$ cat config.mk
export PLATFORM = sky130hd
export DESIGN_NAME = pbp_div
export DESIGN_NICKNAME = d
export VERILOG_FILES = /design/src/rtl/performance_basket_payoff_macros.svh /design/src/rtl/pbp_pkg.sv /design/src/rtl/pbp_div.sv
export SDC_FILE = /design/constraint.sdc
export NUM_CORES = 1
export LEC_CHECK = 0
export BUFFER_PORTS_ARGS = -buffer_cell sky130_fd_sc_hd__buf_4
export CAP_MARGIN = 20
export CELL_PAD_IN_SITES_DETAIL_PLACEMENT = 1
export CELL_PAD_IN_SITES_GLOBAL_PLACEMENT = 2
export CORE_UTILIZATION = 43
export CTS_CLUSTER_SIZE = 16
export DETAILED_ROUTE_END_ITERATION = 12
export GPL_TIMING_DRIVEN = 0
export PLACE_DENSITY_LB_ADDON = 0.05
export SLEW_MARGIN = 20
export SYNTH_ARGS = -nofsm -noshare
export SYNTH_HDL_FRONTEND = slang
export SYNTH_SLANG_ARGS = --single-unit
export TNS_END_PERCENT = 10
$ cat constraint.sdc
create_clock -name clock -period 6.24 [get_ports clock]
set_clock_uncertainty 0.2 [all_clocks]
set_input_delay 1.248 -clock clock [delete_from_list [all_inputs] [get_ports clock]]
set_output_delay 1.248 -clock clock [all_outputs]
set_load 0.01 [all_outputs]
$ cat src/rtl/performance_basket_payoff_macros.svh
// Assertion macros for the performance basket payoff RTL.
// Depends on nothing; included by performance_basket_payoff, which carries the assertions.
`ifndef PERFORMANCE_BASKET_PAYOFF_MACROS_SVH
`define PERFORMANCE_BASKET_PAYOFF_MACROS_SVH

// A property that must hold at every clock edge outside reset.
`define PBP_ASSERT(label, clk, rst, prop, msg) \
   label: assert property (@(posedge clk) disable iff (rst) (prop)) else $error(msg);

// An implication checked at every clock edge outside reset.
`define PBP_ASSERT_IMPL(label, clk, rst, ante, cons, msg) \
   label: assert property (@(posedge clk) disable iff (rst) (ante) |-> (cons)) else $error(msg);

`endif

$ cat src/rtl/pbp_pkg.sv
// Package for the performance basket payoff block: widths, constants,
// payload and control types, state encodings. Depends on nothing.
`default_nettype none

package pbp_pkg;

   localparam int NUM_ASSETS  = 4;
   localparam int MAX_ASSETS  = 4;
   localparam int PRICE_W     = 32;
   localparam int COEFF_W     = 16;
   localparam int PROD_W      = PRICE_W + COEFF_W + 1;
   localparam int BASKET_W    = 51;
   localparam int PAYOFF_W    = 48;
   localparam int FRAC_BITS   = 16;
   localparam int QUOT_INT_W  = PAYOFF_W - FRAC_BITS;
   localparam int DIV_STEPS   = PAYOFF_W;
   localparam int DIV_CNT_W   = $clog2(DIV_STEPS);
   localparam int CSR_INDEX_W = 3;

   localparam logic [PAYOFF_W-1:0] ONE_Q16  = PAYOFF_W'(1) << FRAC_BITS;
   localparam logic [PAYOFF_W-1:0] MAX_SAT  = {PAYOFF_W{1'b1}};
   localparam logic [COEFF_W-1:0]  COEFF_0_RESET = COEFF_W'(16384);
   localparam logic [COEFF_W-1:0]  COEFF_N_RESET = '0;

   localparam logic [CSR_INDEX_W-1:0] CSR_COEFF_0 = CSR_INDEX_W'(0);
   localparam logic [CSR_INDEX_W-1:0] CSR_COEFF_1 = CSR_INDEX_W'(1);
   localparam logic [CSR_INDEX_W-1:0] CSR_COEFF_2 = CSR_INDEX_W'(2);
   localparam logic [CSR_INDEX_W-1:0] CSR_COEFF_3 = CSR_INDEX_W'(3);

   typedef struct packed {
      logic [PRICE_W-1:0] price_0;
      logic [PRICE_W-1:0] price_1;
      logic [PRICE_W-1:0] price_2;
      logic [PRICE_W-1:0] price_3;
      logic               last_row;
   } req_type;

   typedef struct packed {
      logic [PAYOFF_W-1:0] payoff;
      logic                bad_divisor;
   } rsp_type;

   typedef struct packed {
      logic                start;
      logic [BASKET_W-1:0] diff;
      logic [BASKET_W-1:0] divisor;
   } div_cmd_type;

   typedef struct packed {
      logic                done;
      logic [PAYOFF_W-1:0] quot;
   } div_rsp_type;

   typedef enum logic [2:0] {
      ST_IDLE,
      ST_SUM,
      ST_EVAL,
      ST_DIV,
      ST_FINISH
   } state_type;

   typedef enum logic [1:0] {
      DV_IDLE,
      DV_CHECK,
      DV_RUN
   } div_state_type;

   function automatic logic [PAYOFF_W-1:0] sat_add(input logic [PAYOFF_W-1:0] a,
                                                   input logic [PAYOFF_W-1:0] b);
      logic [PAYOFF_W:0] s;
      s = {1'b0, a} + {1'b0, b};
      return s[PAYOFF_W] ? MAX_SAT : s[PAYOFF_W-1:0];
   endfunction

endpackage

`default_nettype wire

$ cat src/rtl/pbp_div.sv
// Radix-2 restoring divider for the return term floor(diff * 2^16 / divisor),
// saturated to 48 bits. Depends on pbp_pkg for widths, types and states.
`default_nettype none

module pbp_div (
   input  wire logic                 clock,
   input  wire logic                 reset,
   input  wire pbp_pkg::div_cmd_type cmd,
   output pbp_pkg::div_rsp_type      rsp
);

   localparam int BW = pbp_pkg::BASKET_W;
   localparam int PW = pbp_pkg::PAYOFF_W;
   localparam int IW = pbp_pkg::QUOT_INT_W;
   localparam int FW = pbp_pkg::FRAC_BITS;
   localparam int CW = pbp_pkg::DIV_CNT_W;

   pbp_pkg::div_state_type state_ff, state_in;

   logic [BW-1:0] diff_ff;
   logic [BW-1:0] divisor_ff;
   logic [BW-1:0] rem_ff, rem_in;
   logic [PW-1:0] low_ff;
   logic [PW-1:0] quot_ff;
   logic [CW-1:0] count_ff;
   logic          done_ff;

   logic          load;
   logic          check;
   logic          step;
   logic          overflow;
   logic          last_step;
   logic [BW:0]   shifted;
   logic [BW:0]   trial;
   logic          fits;

   // The integer part reaches 2^32 exactly when diff / 2^32 is at least the divisor.
   assign overflow  = {{IW{1'b0}}, diff_ff[BW-1:IW]} >= divisor_ff;
   assign last_step = count_ff == CW'(pbp_pkg::DIV_STEPS - 1);

   assign shifted = {rem_ff, low_ff[PW-1]};
   assign trial   = shifted - {1'b0, divisor_ff};
   assign fits    = shifted >= {1'b0, divisor_ff};
   assign rem_in  = fits ? trial[BW-1:0] : shifted[BW-1:0];

   always_comb begin
      state_in = state_ff;
      case (state_ff)
         pbp_pkg::DV_IDLE: begin
            if (cmd.start) state_in = pbp_pkg::DV_CHECK;
         end
         pbp_pkg::DV_CHECK: begin
            state_in = overflow ? pbp_pkg::DV_IDLE : pbp_pkg::DV_RUN;
         end
         pbp_pkg::DV_RUN: begin
            if (last_step) state_in = pbp_pkg::DV_IDLE;
         end
         default: state_in = pbp_pkg::DV_IDLE;
      endcase
   end

   always_comb begin
      load  = 1'b0;
      check = 1'b0;
      step  = 1'b0;
      case (state_ff)
         pbp_pkg::DV_IDLE:  load  = cmd.start;
         pbp_pkg::DV_CHECK: check = 1'b1;
         pbp_pkg::DV_RUN:   step  = 1'b1;
         default: begin
            load = 1'b0;
         end
      endcase
   end

   always_ff @(posedge clock) begin
      if (reset) begin
         state_ff <= pbp_pkg::DV_IDLE;
         done_ff  <= 1'b0;
      end else begin
         state_ff <= state_in;
         done_ff  <= (check && overflow) || (step && last_step);
      end
   end

   always_ff @(posedge clock) begin
      if (load) begin
         diff_ff    <= cmd.diff;
         divisor_ff <= cmd.divisor;
      end
      if (check) begin
         // The top bits of diff are already the partial remainder: their
         // quotient bits are zero once overflow is ruled out.
         rem_ff   <= {{IW{1'b0}}, diff_ff[BW-1:IW]};
         low_ff   <= {diff_ff[IW-1:0], {FW{1'b0}}};
         quot_ff  <= pbp_pkg::MAX_SAT;
         count_ff <= '0;
      end
      if (step) begin
         rem_ff   <= rem_in;
         low_ff   <= {low_ff[PW-2:0], 1'b0};
         quot_ff  <= {quot_ff[PW-2:0], fits};
         count_ff <= count_ff + CW'(1);
      end
   end

   assign rsp.done = done_ff;
   assign rsp.quot = quot_ff;

endmodule

`default_nettype wire

# Word level (Yosys, flattened, before mapping)
# Cells that the tools add are included.
[op_classes]
add_sub_neg = 2
magnitude_cmp = 2
eq_ne = 5
n_mux = 16
reduce_logical = 6
[op_table]
columns = ["operator", "n"]
rows = [
  ["$mux W48", 4],
  ["$mux W51", 3],
  ["$ge A52 B51 Y1", 1],
  ["$ge A19 B51 Y1", 1],
  ["$sub A51 B51 Y51", 1],
  ["$mux W6", 2],
  ["$add A6 B1 Y6 const B", 1],
  ["$eq A6 B6 Y1 const B", 1],
  ["$mux W2", 3],
  ["$pmux W2 S3", 1],
  ["$ne A2 B2 Y1 const B", 2],
  ["$mux W1", 3],
  ["$eq A2 B1 Y1 const B", 1],
  ["$eq A2 B2 Y1 const B", 1],
  ["$logic_and A1 B1 Y1", 2],
  ["$logic_not A2 Y1", 1],
  ["$reduce_and A2 Y1", 1],
  ["$reduce_bool A2 Y1", 1],
  ["$logic_or A1 B1 Y1", 1],
]
[word_totals]
register_bits = 242
input_bits = 105
output_inout_bits = 49
elab_cells = 40

# Depth between registers and ports, before layout
# Gate-level depths: netlist of the first run.
[depth]
ltp_word = 4
mapped_depth = 15
mapped_depth_nobuf = 13

# Worst setup path after synthesis of the first run
# Ideal clock, no wire load.
[synth_path]
path_type = "input port to flip-flop"
startpoint = "input port cmd[102] (netlist bit)"
endpoint = "register diff_ff[0] (enable)"
setup_ns = 0.472
arrival_ns = 3.591
t_required_ns = 5.568
path_slack_ns = 1.977
cell_stages = 1
path_buffers = 0
cell_sequence = "and2_1"
[synth_via]
elab_chain_cells = 1
[synth_lines]
columns = ["item", "line", "source"]
rows = [
  ["from (decl)", "pbp_div.sv:8", "input wire pbp_pkg::div_cmd_type cmd,"],
  ["$mux W1", "pbp_div.sv:66", "case (state_ff)"],
  ["to (signal assigned)", "pbp_div.sv:88", "diff_ff <= cmd.diff;"],
  ["to (decl)", "pbp_div.sv:20", "logic [BW-1:0] diff_ff;"],
]
# No other way between the ends.
# A chain may end at the register's enable or synchronous reset.

# Final worst setup path of the first run
[layout_path]
startpoint = "register divisor_ff[0]"
endpoint = "register rem_ff[28], data pin"
[layout_via]
elab_chain_cells = 3
elab_cells_between_ends = 4
cone_classes = "1 x add/sub; 1 x order compare; 2 x mux"
[layout_lines]
columns = ["item", "line", "source"]
rows = [
  ["from (decl)", "pbp_div.sv:21", "logic [BW-1:0] divisor_ff;"],
  ["from (signal assigned)", "pbp_div.sv:89", "divisor_ff <= cmd.divisor;"],
  ["$sub A51 B51 Y51 / $ge A52 B51 Y1 (equally long branches)", "pbp_div.sv:42, pbp_div.sv:43", ""],
  ["$mux W51 (*)", "pbp_div.sv:44", "assign rem_in = fits ? trial[BW-1:0] : shifted[BW-1:0];"],
  ["$mux W51 (*)", "pbp_div.sv:99", "if (step) begin"],
  ["to (signal assigned)", "pbp_div.sv:94", "rem_ff <= {{IW{1'b0}}, diff_ff[BW-1:IW]};"],
  ["to (signal assigned)", "pbp_div.sv:100", "rem_ff <= rem_in;"],
  ["to (decl)", "pbp_div.sv:22", "logic [BW-1:0] rem_ff, rem_in;"],
]
# Mark *: on every way between the ends. The rest lies on a longest branch, timed or not.

==> results of run 1 <==
[layout by cell type, fill, tap and decap left out, types with 40 or more instances in the layout]
master and n:
edfxtp_1 239, nand2_1 111, a21o_1 40, nor2_1 60, nand2b_1 52, inv_1 71, a21oi_1 69, buf_4 158
ha_1 73
[through the flow]
stage | std cells | instance area (sq um) | total power, mW | utilization (%)
floorplan | 1097 | 12860 | 3.050 | -
global placement | 1634 | 14490 | 3.455 | 49.81
detailed placement | 1639 | 14610 | 3.465 | 50.23
CTS | 1690 | 15440 | 4.985 | 53.09
global route | 1690 | 15440 | 5.192 | 53.09
finish | 1690 | 15440 | 4.924 | 53.09
[cells by family after synthesis]
group / after synthesis / share of synthesized area, %
buffers and inverters: 130 / 4.504
AND/OR/NAND/NOR: 310 / 11.91
AO/OA/AOI/OAI: 258 / 13.72
adder cells (fa/ha/maj): 75 / 7.355
flip-flops: 242 / 56.27
XOR/XNOR: 51 / 3.532
multiplexers: 31 / 2.714
[layer usage]
metal / up-vias / wire [um] / track usage, % / part of all wire (%)
met5: - / 0 / 0 / 0
met4: 0 / 568 / 4.565 / 1.7
met3: 36 / 1612 / 3.960 / 4.8
met2: 171 / 15980 / 38.23 / 48
met1: 4441 / 15330 / 29.95 / 46
li1: 4385 / - / - / -
[flip-flops by register name, indices dropped and copies added, names as in the netlist]
| register | flops |
|---|---|
| low_ff | 32 |
| done_ff | 1 |
| divisor_ff | 51 |
| count_ff | 6 |
| quot_ff | 48 |
| state_ff | 2 |
| diff_ff | 51 |
| rem_ff | 51 |
[critical path, cell delays in order, from the launching register on]
cell	delay, ns
edfxtp_1	0.41
ha_1	0.25
fa_1	0.40
and2b_1	0.25
o2111ai_2	0.14
nand2_1	0.21
a21oi_2	0.12
o21ai_4	0.25
a31oi_4	0.18
o41ai_4	0.36
inv_2	0.12
clkbuf_1	0.33
nand2_1	0.19
a21oi_1	0.09
[power groups by stage]
stage | clock (mW) | sequential, mW | combinational, mW
6_report | 1.49 | 2.08 | 1.35
3_3_place_gp | 0 | 2.15 | 1.31
5_1_grt | 1.59 | 2.10 | 1.50
2_1_floorplan | 0 | 2.11 | 0.943
4_1_cts | 1.54 | 2.08 | 1.36
3_5_place_dp | 0 | 2.11 | 1.35
[synthesized netlist by cell type, types with 3 or more instances]
library cell	count	area share (%)
a31oi_1	26	1.3
o21a_1	12	0.70
ha_1	74	7.2
nor2_1	60	1.8
clkbuf_1	24	0.70
or3_1	3	0.15
nand2_1	111	3.2
a211oi_1	7	0.41
o21bai_1	12	0.70
a21o_1	40	2.3
xnor2_1	31	2.1
buf_2	22	0.86
mux2_2	31	2.7
nor3_1	3	0.12
buf_6	6	0.53
nand2b_1	52	2.5
a211oi_2	8	0.78
xor2_1	19	1.3
nor2b_1	4	0.19
and3_1	9	0.44
o211ai_1	5	0.29
o21ai_1	20	0.78
nor4_1	11	0.54
nand3_1	18	0.70
o21ai_0	23	0.90
inv_1	71	2.1
a21oi_1	69	2.7
dfxtp_1	3	0.47
edfxtp_1	239	56
nand4_1	19	0.92
o22ai_1	3	0.15
buf_4	5	0.29
and2_1	4	0.19
[cell type report]
cell class	count	area share [%]
Buffer	58	2.001
Sequential cell	242	46.86
Inverter	72	1.750
Clock inverter	18	0.7372
Multi-Input combinational cell	725	32.76
Timing Repair Buffer	158	8.125
Tap cell	384	3.111
Clock buffer	33	4.658
[worst max-delay path by stage]
stage,start,end,depth (start not counted),slack [ns]
CTS,divisor_ff[0]$_DFFE_PP_,rem_ff[41]$_SDFFCE_PN0P_,13,2.39
detailed placement,divisor_ff[0]$_DFFE_PP_,rem_ff[28]$_SDFFCE_PN0P_,13,2.45
floorplan,cmd[102],diff_ff[0]$_DFFE_PP_,1,1.98
global placement,state_ff[1]$_SDFFE_PP0P_,rem_ff[36]$_SDFFCE_PN0P_,2,0.55
finish,divisor_ff[0]$_DFFE_PP_,rem_ff[28]$_SDFFCE_PN0P_,13,2.41
global route,divisor_ff[0]$_DFFE_PP_,rem_ff[28]$_SDFFCE_PN0P_,13,2.22
==> insert_results.sql, run 1 <==
INSERT INTO impl_metrics (metric_group, metric, value, unit) VALUES
('timing', 'grt_setup_unrepaired', 'false', ''),
('power', 'internal_power', '3.341', 'mW'),
('status', 'run_status', 'completed', ''),
('power', 'power_frac_seq', '42.2', '%'),
('clock_tree', 'post-cts-setup-buffers', '0', ''),
('drt', 'iteration_count_of_the_initial_detailed_routing_pass', '4', ''),
('logic_synthesis', 'synth_cell_types', '80', ''),
('setup_path', 'cp.arrival', '3.89', 'ns'),
('drt', 'ant_nets', '0', ''),
('timing', 'tns', '0', 'ns'),
('global_routing', 'final_global_route_overflow_total', '0', ''),
('timing', 'finalCritPeriodShare', '61.39', '%'),
('timing', 'fin_hold_ws', '0.3220', 'ns'),
('timing', 'hold_viol_final', '0', ''),
('clock_tree', 'cts_tree', 'built', ''),
('setup_path', 'timing.critical_path.required', '6.30', 'ns'),
('clock_tree', 'clock_sinks', '242', ''),
('die', 'ioPinCount', '154', ''),
('drt', 'initialDrtViolationCount', '440', ''),
('timing', 'finalWorstSetupSlack', '2.409', 'ns'),
('worst_hold_path', 'whs_path_depth', '1', ''),
('die', 'horizontal_extent_of_the_die', '174.9', 'um'),
('run', 'cap_viol_max_count', '0', ''),
('worst_hold_path', 'hold_path_startpoint', 'quot_ff[15]$_SDFFCE_PN1P_', ''),
('die', 'row_count', '62', ''),
('setup_path', 'timing.setup.critical_path_class', 'reg -> reg', ''),
('timing', 'post-route-min-period', '3.831', 'ns'),
('drt', 'vias_per_cell', '5.345', ''),
('logic_synthesis', 'netlist_area', '0.01286', 'sq mm'),
('logic_synthesis', 'yosys_register_bits', '242', ''),
('clock_tree', 'clk-insertion-delay-late', '0.58', 'ns'),
('clock_tree', 'cts.root.buffer_cell', 'clkbuf_16', ''),
('worst_hold_path', 'worst_hold_end', 'quot_ff[16]$_SDFFCE_PN1P_', ''),
('placement', 'io_buffer_count', '153', ''),
('cells_and_area', 'finish.net_count', '1465', ''),
('power', 'leakage_dissipation', '5.918', 'nW'),
('cells_and_area', 'multi_input_comb_area', '0.005060', 'sq mm'),
('setup_path', 'number_of_cells_traversed_by_the_worst_register_to_register_path', '13', ''),
('cells_and_area', 'register_area', '0.007237', 'sq mm'),
('timing', 'report.final.slew_viol_count', '0', ''),
('setup_path', 'setup.worst_path.start_class', 'register', ''),
('global_routing', 'grt_pass1_vias', '9713', ''),
('cells_and_area', 'final_layout_size_suffix_gt1_share', '22.28', '%'),
('timing', 'fmax', '261.0', 'MHz'),
('cells_and_area', 'antennaDiodeCount', '0', ''),
('drt', 'routed_wl', '33.49', 'mm'),
('global_routing', 'tot_gr_track_use', '22.44', '%'),
('power', 'vdd.ir_drop.worst', '300.7', 'uV'),
('global_routing', 'grt_pass1_wl', '53.69', 'mm'),
('logic_synthesis', 'synth_enable_flop_cells', '239', ''),
('clock_tree', 'cts-buffers-inserted', '28', ''),
('die', 'floorplan.die.height', '174.9', 'um'),
('global_routing', 'grt_max_degree', '54', ''),
('clock_tree', 'worst_case_clock_buffer_depth', '3', ''),
('setup_path', 'crit_path_end_kind', 'register', ''),
('power', 'clock_power_share', '30.3', '%'),
('logic_synthesis', 'synth_async_sr_flop_share', '0', '%'),
('power', 'net_switching_power_of_the_design', '1.582', 'mW'),
('logic_synthesis', 'netlist_instances', '1097', ''),
('power', 'sw_frac_of_total', '32.14', '%'),
('die', 'design.die.area', '0.03061', 'sq mm'),
('logic_synthesis', 'synth.net_count', '1277', ''),
('cells_and_area', 'area_growth', '20.09', '%'),
('setup_path', 'crit-reg2reg-capture', 'rem_ff[28]$_SDFFCE_PN0P_', ''),
('clock_tree', 'worst_setup_hold_path_clk_slew', '0.06', 'ns'),
('power', 'combPwrFrac', '27.4', '%'),
('placement', 'dp_hpwl', '25.15', 'mm'),
('die', 'initial_core_util', '44.21', '%'),
('placement', 'gp_congestion', '0.8895', ''),
('placement', 'place_ws', '2.447', 'ns'),
('cells_and_area', 'filler_cell_count', '3129', '');
Note: power is estimated with default switching activity, not from simulation.
==> run 2: changes to the inputs <==
--- a/config.mk
+++ b/config.mk
@@ -9,7 +9,7 @@
 export CAP_MARGIN = 20
 export CELL_PAD_IN_SITES_DETAIL_PLACEMENT = 1
 export CELL_PAD_IN_SITES_GLOBAL_PLACEMENT = 2
-export CORE_UTILIZATION = 43
+export CORE_UTILIZATION = 36
 export CTS_CLUSTER_SIZE = 16
 export DETAILED_ROUTE_END_ITERATION = 12
 export GPL_TIMING_DRIVEN = 0
==> constraint.sdc (replaced) <==
create_clock -name clock -period 3.2 [get_ports clock]
set_clock_uncertainty 0.2 [all_clocks]
set_input_delay 0.64 -clock clock [delete_from_list [all_inputs] [get_ports clock]]
set_output_delay 0.64 -clock clock [all_outputs]
set_load 0.01 [all_outputs]
==> run 2 against run 1 <==
  * Sequential share of layout area shrank 3.4 points
  * Critical path depth shrank 1
  * Worst hold slack lost 0.29 ns
  * Register-to-register slack lost 2.6 ns
  * Non-clock buffer count grew 65
  * Total power grew 110%
  * Combinational power grew 130%
  * Cell count grew 8.0%
  * Critical path type unchanged
  * The run now ends with setup timing left
  * Via count grew 2.8%
  * First-iteration DRC count shrank 6.1%
==> insert_results.sql, run 2 (synthesis results as in run 1) <==
INSERT INTO impl_metrics (metric_group, metric, value, unit) VALUES
('status', 'run_status', 'complete, but fails checks', ''),
('status', 'violations', 'setup timing', ''),
('worst_hold_path', 'timing.hold.worst.class', 'in -> reg', ''),
('drt', 'num_vias', '9284', ''),
('drt', 'routed_wl', '35.89', 'mm'),
('timing', 'finalWorstSetupSlack', '-0.2363', 'ns'),
('cells_and_area', 'finalNonFillerCells', '1826', ''),
('cells_and_area', 'area_growth', '29.38', '%'),
('global_routing', 'grt_pass1_wl', '55.88', 'mm'),
('setup_path', 'cp.arrival', '3.54', 'ns'),
('setup_path', 'path_delay_family', 'compound AO/OA/AOI/OAI gates', ''),
('clock_tree', 'clk-insertion-delay-late', '0.60', 'ns'),
('die', 'horizontal_extent_of_the_die', '191.0', 'um'),
('global_routing', 'grt_pass1_vias', '9931', ''),
('setup_path', 'crit_path_end_kind', 'register', ''),
('placement', 'placed_cells_incl_taps', '1710', ''),
('drt', 'initialDrtViolationCount', '413', ''),
('global_routing', 'final_global_route_overflow_total', '0', ''),
('timing', 'post-route-min-period', '3.436', 'ns'),
('die', 'initial_core_util', '36.87', '%'),
('timing', 'finalCritPeriodShare', '107.4', '%'),
('drt', 'detail_route.drc_violations', '0', ''),
('timing', 'tns', '-6.900', 'ns'),
('setup_path', 'crit_path_max_incr_delay', '0.41', 'ns'),
('cells_and_area', 'final_design_area_no_fill', '0.01664', 'sq mm'),
('placement', 'place_ws', '-0.6837', 'ns'),
('power', 'post-layout-total-power', '10.27', 'mW'),
('setup_path', 'timing.setup.critical_path_class', 'reg -> reg', ''),
('global_routing', 'antenna_found_initial', '2', ''),
('die', 'floorplan.die.height', '191.0', 'um'),
('timing', 'tightestPinTransition', '0.9661', 'ns'),
('setup_path', 'timing.critical_path.buf_inv', '0', ''),
('drt', 'ant_nets', '0', ''),
('power', 'leakage_dissipation', '6.341', 'nW'),
('timing', 'fin_hold_ws', '0.02820', 'ns'),
('timing', 'hold_viol_final', '0', ''),
('setup_path', 'crit_path_max_fo', '4', ''),
('cells_and_area', 'final_layout_size_suffix_gt1_share', '26.59', '%'),
('cells_and_area', 'multi_input_comb_area', '0.005371', 'sq mm'),
('clock_tree', 'cts_tree', 'built', ''),
('run', 'cap_viol_max_count', '0', ''),
('timing', 'finalSetupViolations', '51', ''),
('die', 'design.core.area', '0.03488', 'sq mm'),
('setup_path', 'timing.critical_path.cells', 'ha_2 > fa_2 > and2b_2 > o2111ai_4 > a2111oi_4 > a211oi_4 > o211ai_2 > a41o_2 > nand2_2 > o21ba_1 > xnor2_1 > o21ai_1', ''),
('cells_and_area', 'finish.net_count', '1530', ''),
('die', 'row_count', '68', ''),
('clock_tree', 'cts.root.buffer_cell', 'clkbuf_16', ''),
('placement', 'gp_congestion', '0.8399', ''),
('power', 'power_per_cell_area', '617.0', 'mW/mm^2'),
('clock_tree', 'clock_sinks', '242', ''),
('die', 'ioPinCount', '154', ''),
('timing', 'grt_setup_unrepaired', 'true', ''),
('timing', 'max-slew-margin-rel', '35.59', '%'),
('placement', 'io_buffer_count', '153', ''),
('global_routing', 'tot_gr_track_use', '19.86', '%'),
('die', 'design.die.area', '0.03648', 'sq mm'),
('drt', 'vias_per_cell', '5.084', ''),
('cells_and_area', 'layout_commonest_cell', 'edfxtp_1', ''),
('setup_path', 'timing.critical_path.required', '3.31', 'ns'),
('drt', 'detail_route.wl_per_cell', '19.65', 'um'),
('power', 'vdd.ir_drop.worst', '441.8', 'uV'),
('clock_tree', 'worst_case_clock_buffer_depth', '3', ''),
('cells_and_area', 'finish.utilization', '47.70', '%'),
('clock_tree', 'cts_max_level', '1', ''),
('clock_tree', 'cts-buffers-inserted', '28', ''),
('cells_and_area', 'reg.largest.list', 'diff_ff: 51 flops, divisor_ff: 51 flops, rem_ff: 51 flops', ''),
('cells_and_area', 'top_library_cells_by_usage_in_the_layout_fill_and_taps_aside', 'edfxtp_1, buf_4, nand2_1', ''),
('global_routing', 'grt_max_degree', '56', ''),
('timing', 'fmax', '291.0', 'MHz'),
('clock_tree', 'worst_setup_hold_path_clk_slew', '0.06', 'ns'),
('cells_and_area', 'filler_cell_count', '3697', ''),
('placement', 'placement.cell_area', '0.01470', 'sq mm'),
('cells_and_area', 'register_area', '0.007237', 'sq mm'),
('placement', 'dp_hpwl', '26.04', 'mm'),
('setup_path', 'setup.worst_path.start_class', 'register', ''),
('drt', 'iteration_count_of_the_initial_detailed_routing_pass', '5', ''),
('setup_path', 'cpMaxStageDelayCell', 'edfxtp_1', ''),
('timing', 'report.final.slew_viol_count', '0', '');
==> run 2: cell count changes in the layout (fill, tap and decap cells not counted), sizes merged <==
cell / delta
buf: +17
bufinv: +2
clkbuf: +1
clkdlybuf4s15: +1
clkinv: -3
clkinvlp: -3
diode: +2
dlygate4sd3: +49
inv: -1
==> run 2: path summary, 6_finish.rpt <==
check                           slack [ns]  cells after the start                startpoint                       end
worst max-delay path                 -0.24                     12   divisor_ff[0]$_DFFE_PP_  rem_ff[46]$_SDFFCE_PN0P_
worst min-delay path                  0.03                      1                   cmd[73]     diff_ff[22]$_DFFE_PP_
worst max register to register       -0.24                     12   divisor_ff[0]$_DFFE_PP_  rem_ff[46]$_SDFFCE_PN0P_
worst min register to register        0.33                      2  state_ff[1]$_SDFFE_PP0P_  state_ff[1]$_SDFFE_PP0P_
==> run 2: layer usage <==
layer	GRT usage, %	up-vias	share of wire [%]
li1	-	4524	-
met1	27.51	4536	47
met2	31.59	172	46
met3	3.580	52	4.2
met4	5.662	0	2.4
met5	0	-	0
==> run 2: worst reg2reg max path, delay by kind of cell, from the launching register on <==
family	cells	cell delay, ns
AO/OA/AOI/OAI	7	1.49
XOR/XNOR	1	0.18
flip-flops	1	0.41
adder cells (fa/ha/maj)	2	0.54
AND/OR/NAND/NOR	2	0.35
==> run 2: final cells by class <==
class                   instances  area share, %
well taps                     455          3.421
inverters                      72          1.624
repair buffers                224          11.74
multi-input cells             725          32.28
flip-flops and latches        242          43.49
clock buffers                  36          4.391
diodes                          2        0.03008
plain buffers                  57          2.226
clock inverters                13         0.7971
==> run 2: power breakdown <==
part / leakage [nW] / internal (mW) / switching (mW)
Clock: 0.419 / 1.77 / 1.33
Combinational: 3.78 / 1.28 / 1.84
Sequential: 2.15 / 3.91 / 0.144
==> run 2: what timing repair did <==
action | 4_1_cts | 5_1_grt
hold buffers | 49 | 0
resized for setup | 43 | 52
buffers inserted | 11 | 4
endpoints found under the hold margin | 49 | 0
cloned | 1 | 1
pin swaps | 22 | 25
endpoints found under the setup margin | 52 | 56
==> run 3: changes to the inputs <==
--- a/config.mk
+++ b/config.mk
@@ -9,6 +9,7 @@
 export CAP_MARGIN = 20
 export CELL_PAD_IN_SITES_DETAIL_PLACEMENT = 1
 export CELL_PAD_IN_SITES_GLOBAL_PLACEMENT = 2
+export CORE_ASPECT_RATIO = 0.75
 export CORE_UTILIZATION = 36
 export CTS_CLUSTER_SIZE = 16
 export DETAILED_ROUTE_END_ITERATION = 12
==> run 3 against run 2 <==
  * The flow finishes with violations (DRC, setup timing)
  * Combinational power grew 3%
  * First-iteration DRC count increased by 15%
  * Sequential power barely moved
  * Clock power is 3% higher
  * Critical path depth is 2 higher
  * Cell count is 2.2% lower
  * Worst setup slack got worse by 0.042 ns
  * Die area about the same
  * Via count fell by 1.5%
  * Worst hold slack improved by 0.0074 ns
  * Core utilization fell by 0.80 points
  * Sequential share of layout area rose by 0.69 points
  * Critical endpoint unchanged
==> insert_results.sql, run 3 (synthesis results as in run 1) <==
INSERT INTO impl_metrics (metric_group, metric, value, unit) VALUES
('global_routing', 'grt_pass1_wl', '57.10', 'mm'),
('clock_tree', 'cts_max_level', '1', ''),
('status', 'run_status', 'complete, but fails checks', ''),
('setup_path', 'setup.worst_path.start_class', 'register', ''),
('setup_path', 'timing.critical_path.cells', 'inv_1 > ha_2 > fa_2 > and2b_2 > o2111ai_4 > buf_6 > a2111oi_4 > a211oi_4 > o211ai_2 > a41o_2 > nand2_2 > o21ba_4 > xnor2_2 > o21ai_1', ''),
('die', 'design.core.area', '0.03492', 'sq mm'),
('cells_and_area', 'finish.utilization', '46.91', '%'),
('drt', 'vias_per_cell', '5.119', ''),
('timing', 'fmax', '287.5', 'MHz'),
('timing', 'max-slew-margin-rel', '28.02', '%'),
('placement', 'dp_hpwl', '26.85', 'mm'),
('setup_path', 'cpMaxStageDelayCell', 'a2111oi_4', ''),
('clock_tree', 'worst_case_clock_buffer_depth', '3', ''),
('cells_and_area', 'reg.largest.list', 'diff_ff: 51 flops, divisor_ff: 51 flops, rem_ff: 51 flops', ''),
('cells_and_area', 'finish.net_count', '1489', ''),
('drt', 'initialDrtViolationCount', '477', ''),
('power', 'vdd.ir_drop.worst', '437.9', 'uV'),
('timing', 'post-route-min-period', '3.478', 'ns'),
('clock_tree', 'cts.root.buffer_cell', 'clkbuf_16', ''),
('setup_path', 'crit_path_end_kind', 'register', ''),
('clock_tree', 'cts-buffers-inserted', '27', ''),
('cells_and_area', 'layout_commonest_cell', 'edfxtp_1', ''),
('setup_path', 'number_of_cells_traversed_by_the_worst_register_to_register_path', '14', ''),
('worst_hold_path', 'whs_path_depth', '1', ''),
('timing', 'hold_viol_final', '0', ''),
('setup_path', 'crit_path_max_incr_delay', '0.41', 'ns'),
('setup_path', 'timing.critical_path.required', '3.32', 'ns'),
('power', 'leakage_dissipation', '6.262', 'nW'),
('worst_hold_path', 'timing.hold.worst.class', 'in -> reg', ''),
('clock_tree', 'clk-insertion-delay-late', '0.58', 'ns'),
('worst_hold_path', 'worst_hold_end', 'divisor_ff[24]$_DFFE_PP_', ''),
('setup_path', 'worstReg2RegStart', 'low_ff[47]$_DFFE_PP_', ''),
('status', 'violations', 'DRC, setup timing', ''),
('die', 'ioPinCount', '154', ''),
('power', 'power_per_cell_area', '638.7', 'mW/mm^2'),
('cells_and_area', 'top_library_cells_by_usage_in_the_layout_fill_and_taps_aside', 'edfxtp_1, buf_4, nand2_1', ''),
('die', 'initial_core_util', '36.83', '%'),
('drt', 'num_vias', '9142', ''),
('placement', 'place_ws', '-0.8349', 'ns'),
('placement', 'gp_congestion', '0.8712', ''),
('placement', 'io_buffer_count', '153', ''),
('cells_and_area', 'final_layout_size_suffix_gt1_share', '30.20', '%'),
('global_routing', 'antenna_found_initial', '2', ''),
('worst_hold_path', 'hold_path_startpoint', 'cmd[24]', ''),
('timing', 'tightestPinTransition', '1.080', 'ns'),
('global_routing', 'grt_max_degree', '48', ''),
('clock_tree', 'cts_tree', 'built', ''),
('global_routing', 'tot_gr_track_use', '20.36', '%'),
('timing', 'finalCritPeriodShare', '108.7', '%'),
('die', 'row_count', '59', ''),
('drt', 'routed_wl', '36.78', 'mm'),
('setup_path', 'r2r_setup_slack', '-0.28', 'ns'),
('placement', 'placement.cell_area', '0.01470', 'sq mm'),
('die', 'floorplan.die.height', '165.7', 'um'),
('die', 'design.die.area', '0.03649', 'sq mm'),
('global_routing', 'grt_pass1_vias', '9657', ''),
('timing', 'finalSetupViolations', '43', ''),
('setup_path', 'timing.setup.critical_path_class', 'reg -> reg', ''),
('timing', 'grt_setup_unrepaired', 'true', ''),
('global_routing', 'final_global_route_overflow_total', '0', ''),
('cells_and_area', 'filler_cell_count', '3735', ''),
('cells_and_area', 'area_growth', '27.35', '%'),
('setup_path', 'crit-reg2reg-capture', 'rem_ff[46]$_SDFFCE_PN0P_', ''),
('clock_tree', 'clock_sinks', '242', ''),
('timing', 'finalWorstSetupSlack', '-0.2784', 'ns'),
('drt', 'detail_route.wl_per_cell', '20.59', 'um'),
('clock_tree', 'hold_bufs_inserted_after_cts', '0', ''),
('cells_and_area', 'final_design_area_no_fill', '0.01638', 'sq mm'),
('drt', 'ant_nets', '0', ''),
('die', 'horizontal_extent_of_the_die', '220.3', 'um'),
('drt', 'detail_route.drc_violations', '2', ''),
('setup_path', 'crit_path_max_fo', '4', ''),
('drt', 'iteration_count_of_the_initial_detailed_routing_pass', '9', ''),
('run', 'cap_viol_max_count', '0', ''),
('timing', 'report.final.slew_viol_count', '0', ''),
('setup_path', 'cp.arrival', '3.60', 'ns'),
('clock_tree', 'worst_setup_hold_path_clk_slew', '0.06', 'ns');
[run 3: cell types whose count changed in the layout (fill, tap and decap cells not counted), moves of 4 or more]
cell / before / now
clkinv_2: 4 / 8
clkbuf_4: 0 / 5
buf_2: 22 / 16
buf_6: 3 / 8
dlygate4sd3_1: 49 / 0
a31oi_1: 18 / 22
clkbuf_1: 27 / 20
buf_4: 170 / 176
nand2_2: 9 / 19
nand2_1: 99 / 92
nand2_4: 4 / 0
[run 3: how the worst max path moves through the flow]
| stage | startpoint | endpoint | slack (ns) | depth (start not counted) |
|---|---|---|---|---|
| global placement | cmd[102] | diff_ff[7]$_DFFE_PP_ | -1.88 | 2 |
| detailed placement | divisor_ff[0]$_DFFE_PP_ | rem_ff[40]$_SDFFCE_PN0P_ | -0.83 | 13 |
| floorplan | cmd[102] | diff_ff[0]$_DFFE_PP_ | -0.46 | 1 |
| CTS | divisor_ff[0]$_DFFE_PP_ | rem_ff[7]$_DFFE_PP_ | -0.34 | 14 |
| global route | low_ff[47]$_DFFE_PP_ | rem_ff[46]$_SDFFCE_PN0P_ | -0.47 | 14 |
| finish | low_ff[47]$_DFFE_PP_ | rem_ff[46]$_SDFFCE_PN0P_ | -0.28 | 14 |
[run 3: metal layers]
metal	vias to the layer above	global-route usage [%]	share of wire (%)
met2	157	29.25	41
met1	4509	31.47	52
li1	4435	-	-
met5	-	0	0.030
met4	2	3.298	1.5
met3	39	4.463	5.1
[run 3: stage by stage]
| step | TNS [ns] | hold slack (ns) | total power [mW] | std cells |
|---|---|---|---|---|
| 3_5_place_dp | -35.42 | 0.2954 | 6.808 | 1712 |
| 2_1_floorplan | -46.49 | 0.2603 | 5.929 | 1097 |
| 5_1_grt | -10.40 | 0.01408 | 10.98 | 1785 |
| 6_report | -3.774 | 0.03563 | 10.46 | 1786 |
| 3_3_place_gp | -322.88 | 0.2925 | 6.777 | 1707 |
| 4_1_cts | -13.42 | 0.009929 | 10.26 | 1776 |
[run 3: final cells by class]
| class | count | area (sq um) | area share (%) |
|---|---|---|---|
| Sequential cell | 242 | 7237 | 44.19 |
| Multi-Input combinational cell | 725 | 5453 | 33.29 |
| Timing Repair Buffer | 185 | 1551 | 9.473 |
| Clock buffer | 31 | 710.7 | 4.339 |
| Tap cell | 457 | 571.8 | 3.491 |
| Buffer | 56 | 400.4 | 2.445 |
| Inverter | 72 | 272.8 | 1.665 |
| Clock inverter | 17 | 178.9 | 1.092 |
| Antenna cell | 1 | 2.502 | 0.01528 |
[run 3: report_power, final]
part,switching [mW],internal [mW]
registers,0.140,3.91
clock network,1.36,1.84
logic,1.90,1.33
total,3.39,7.07
[run 3: critical path, delay by kind of cell, from the launching register on]
| kind | cells | cell delay (ns) |
|---|---|---|
| adder cells (fa/ha/maj) | 2 | 0.54 |
| AND/OR/NAND/NOR | 2 | 0.34 |
| AO/OA/AOI/OAI | 7 | 1.45 |
| XOR/XNOR | 1 | 0.13 |
| flip-flops | 1 | 0.37 |
| buffers and inverters | 2 | 0.21 |
[run 3: repair_timing]
item                                    CTS  global route
gates cloned                              1             2
endpoints found under the setup margin   53            53
gates resized for setup                  42            87
endpoints found under the hold margin     0             0
pin swaps                                15            30
buffers inserted                         15             9
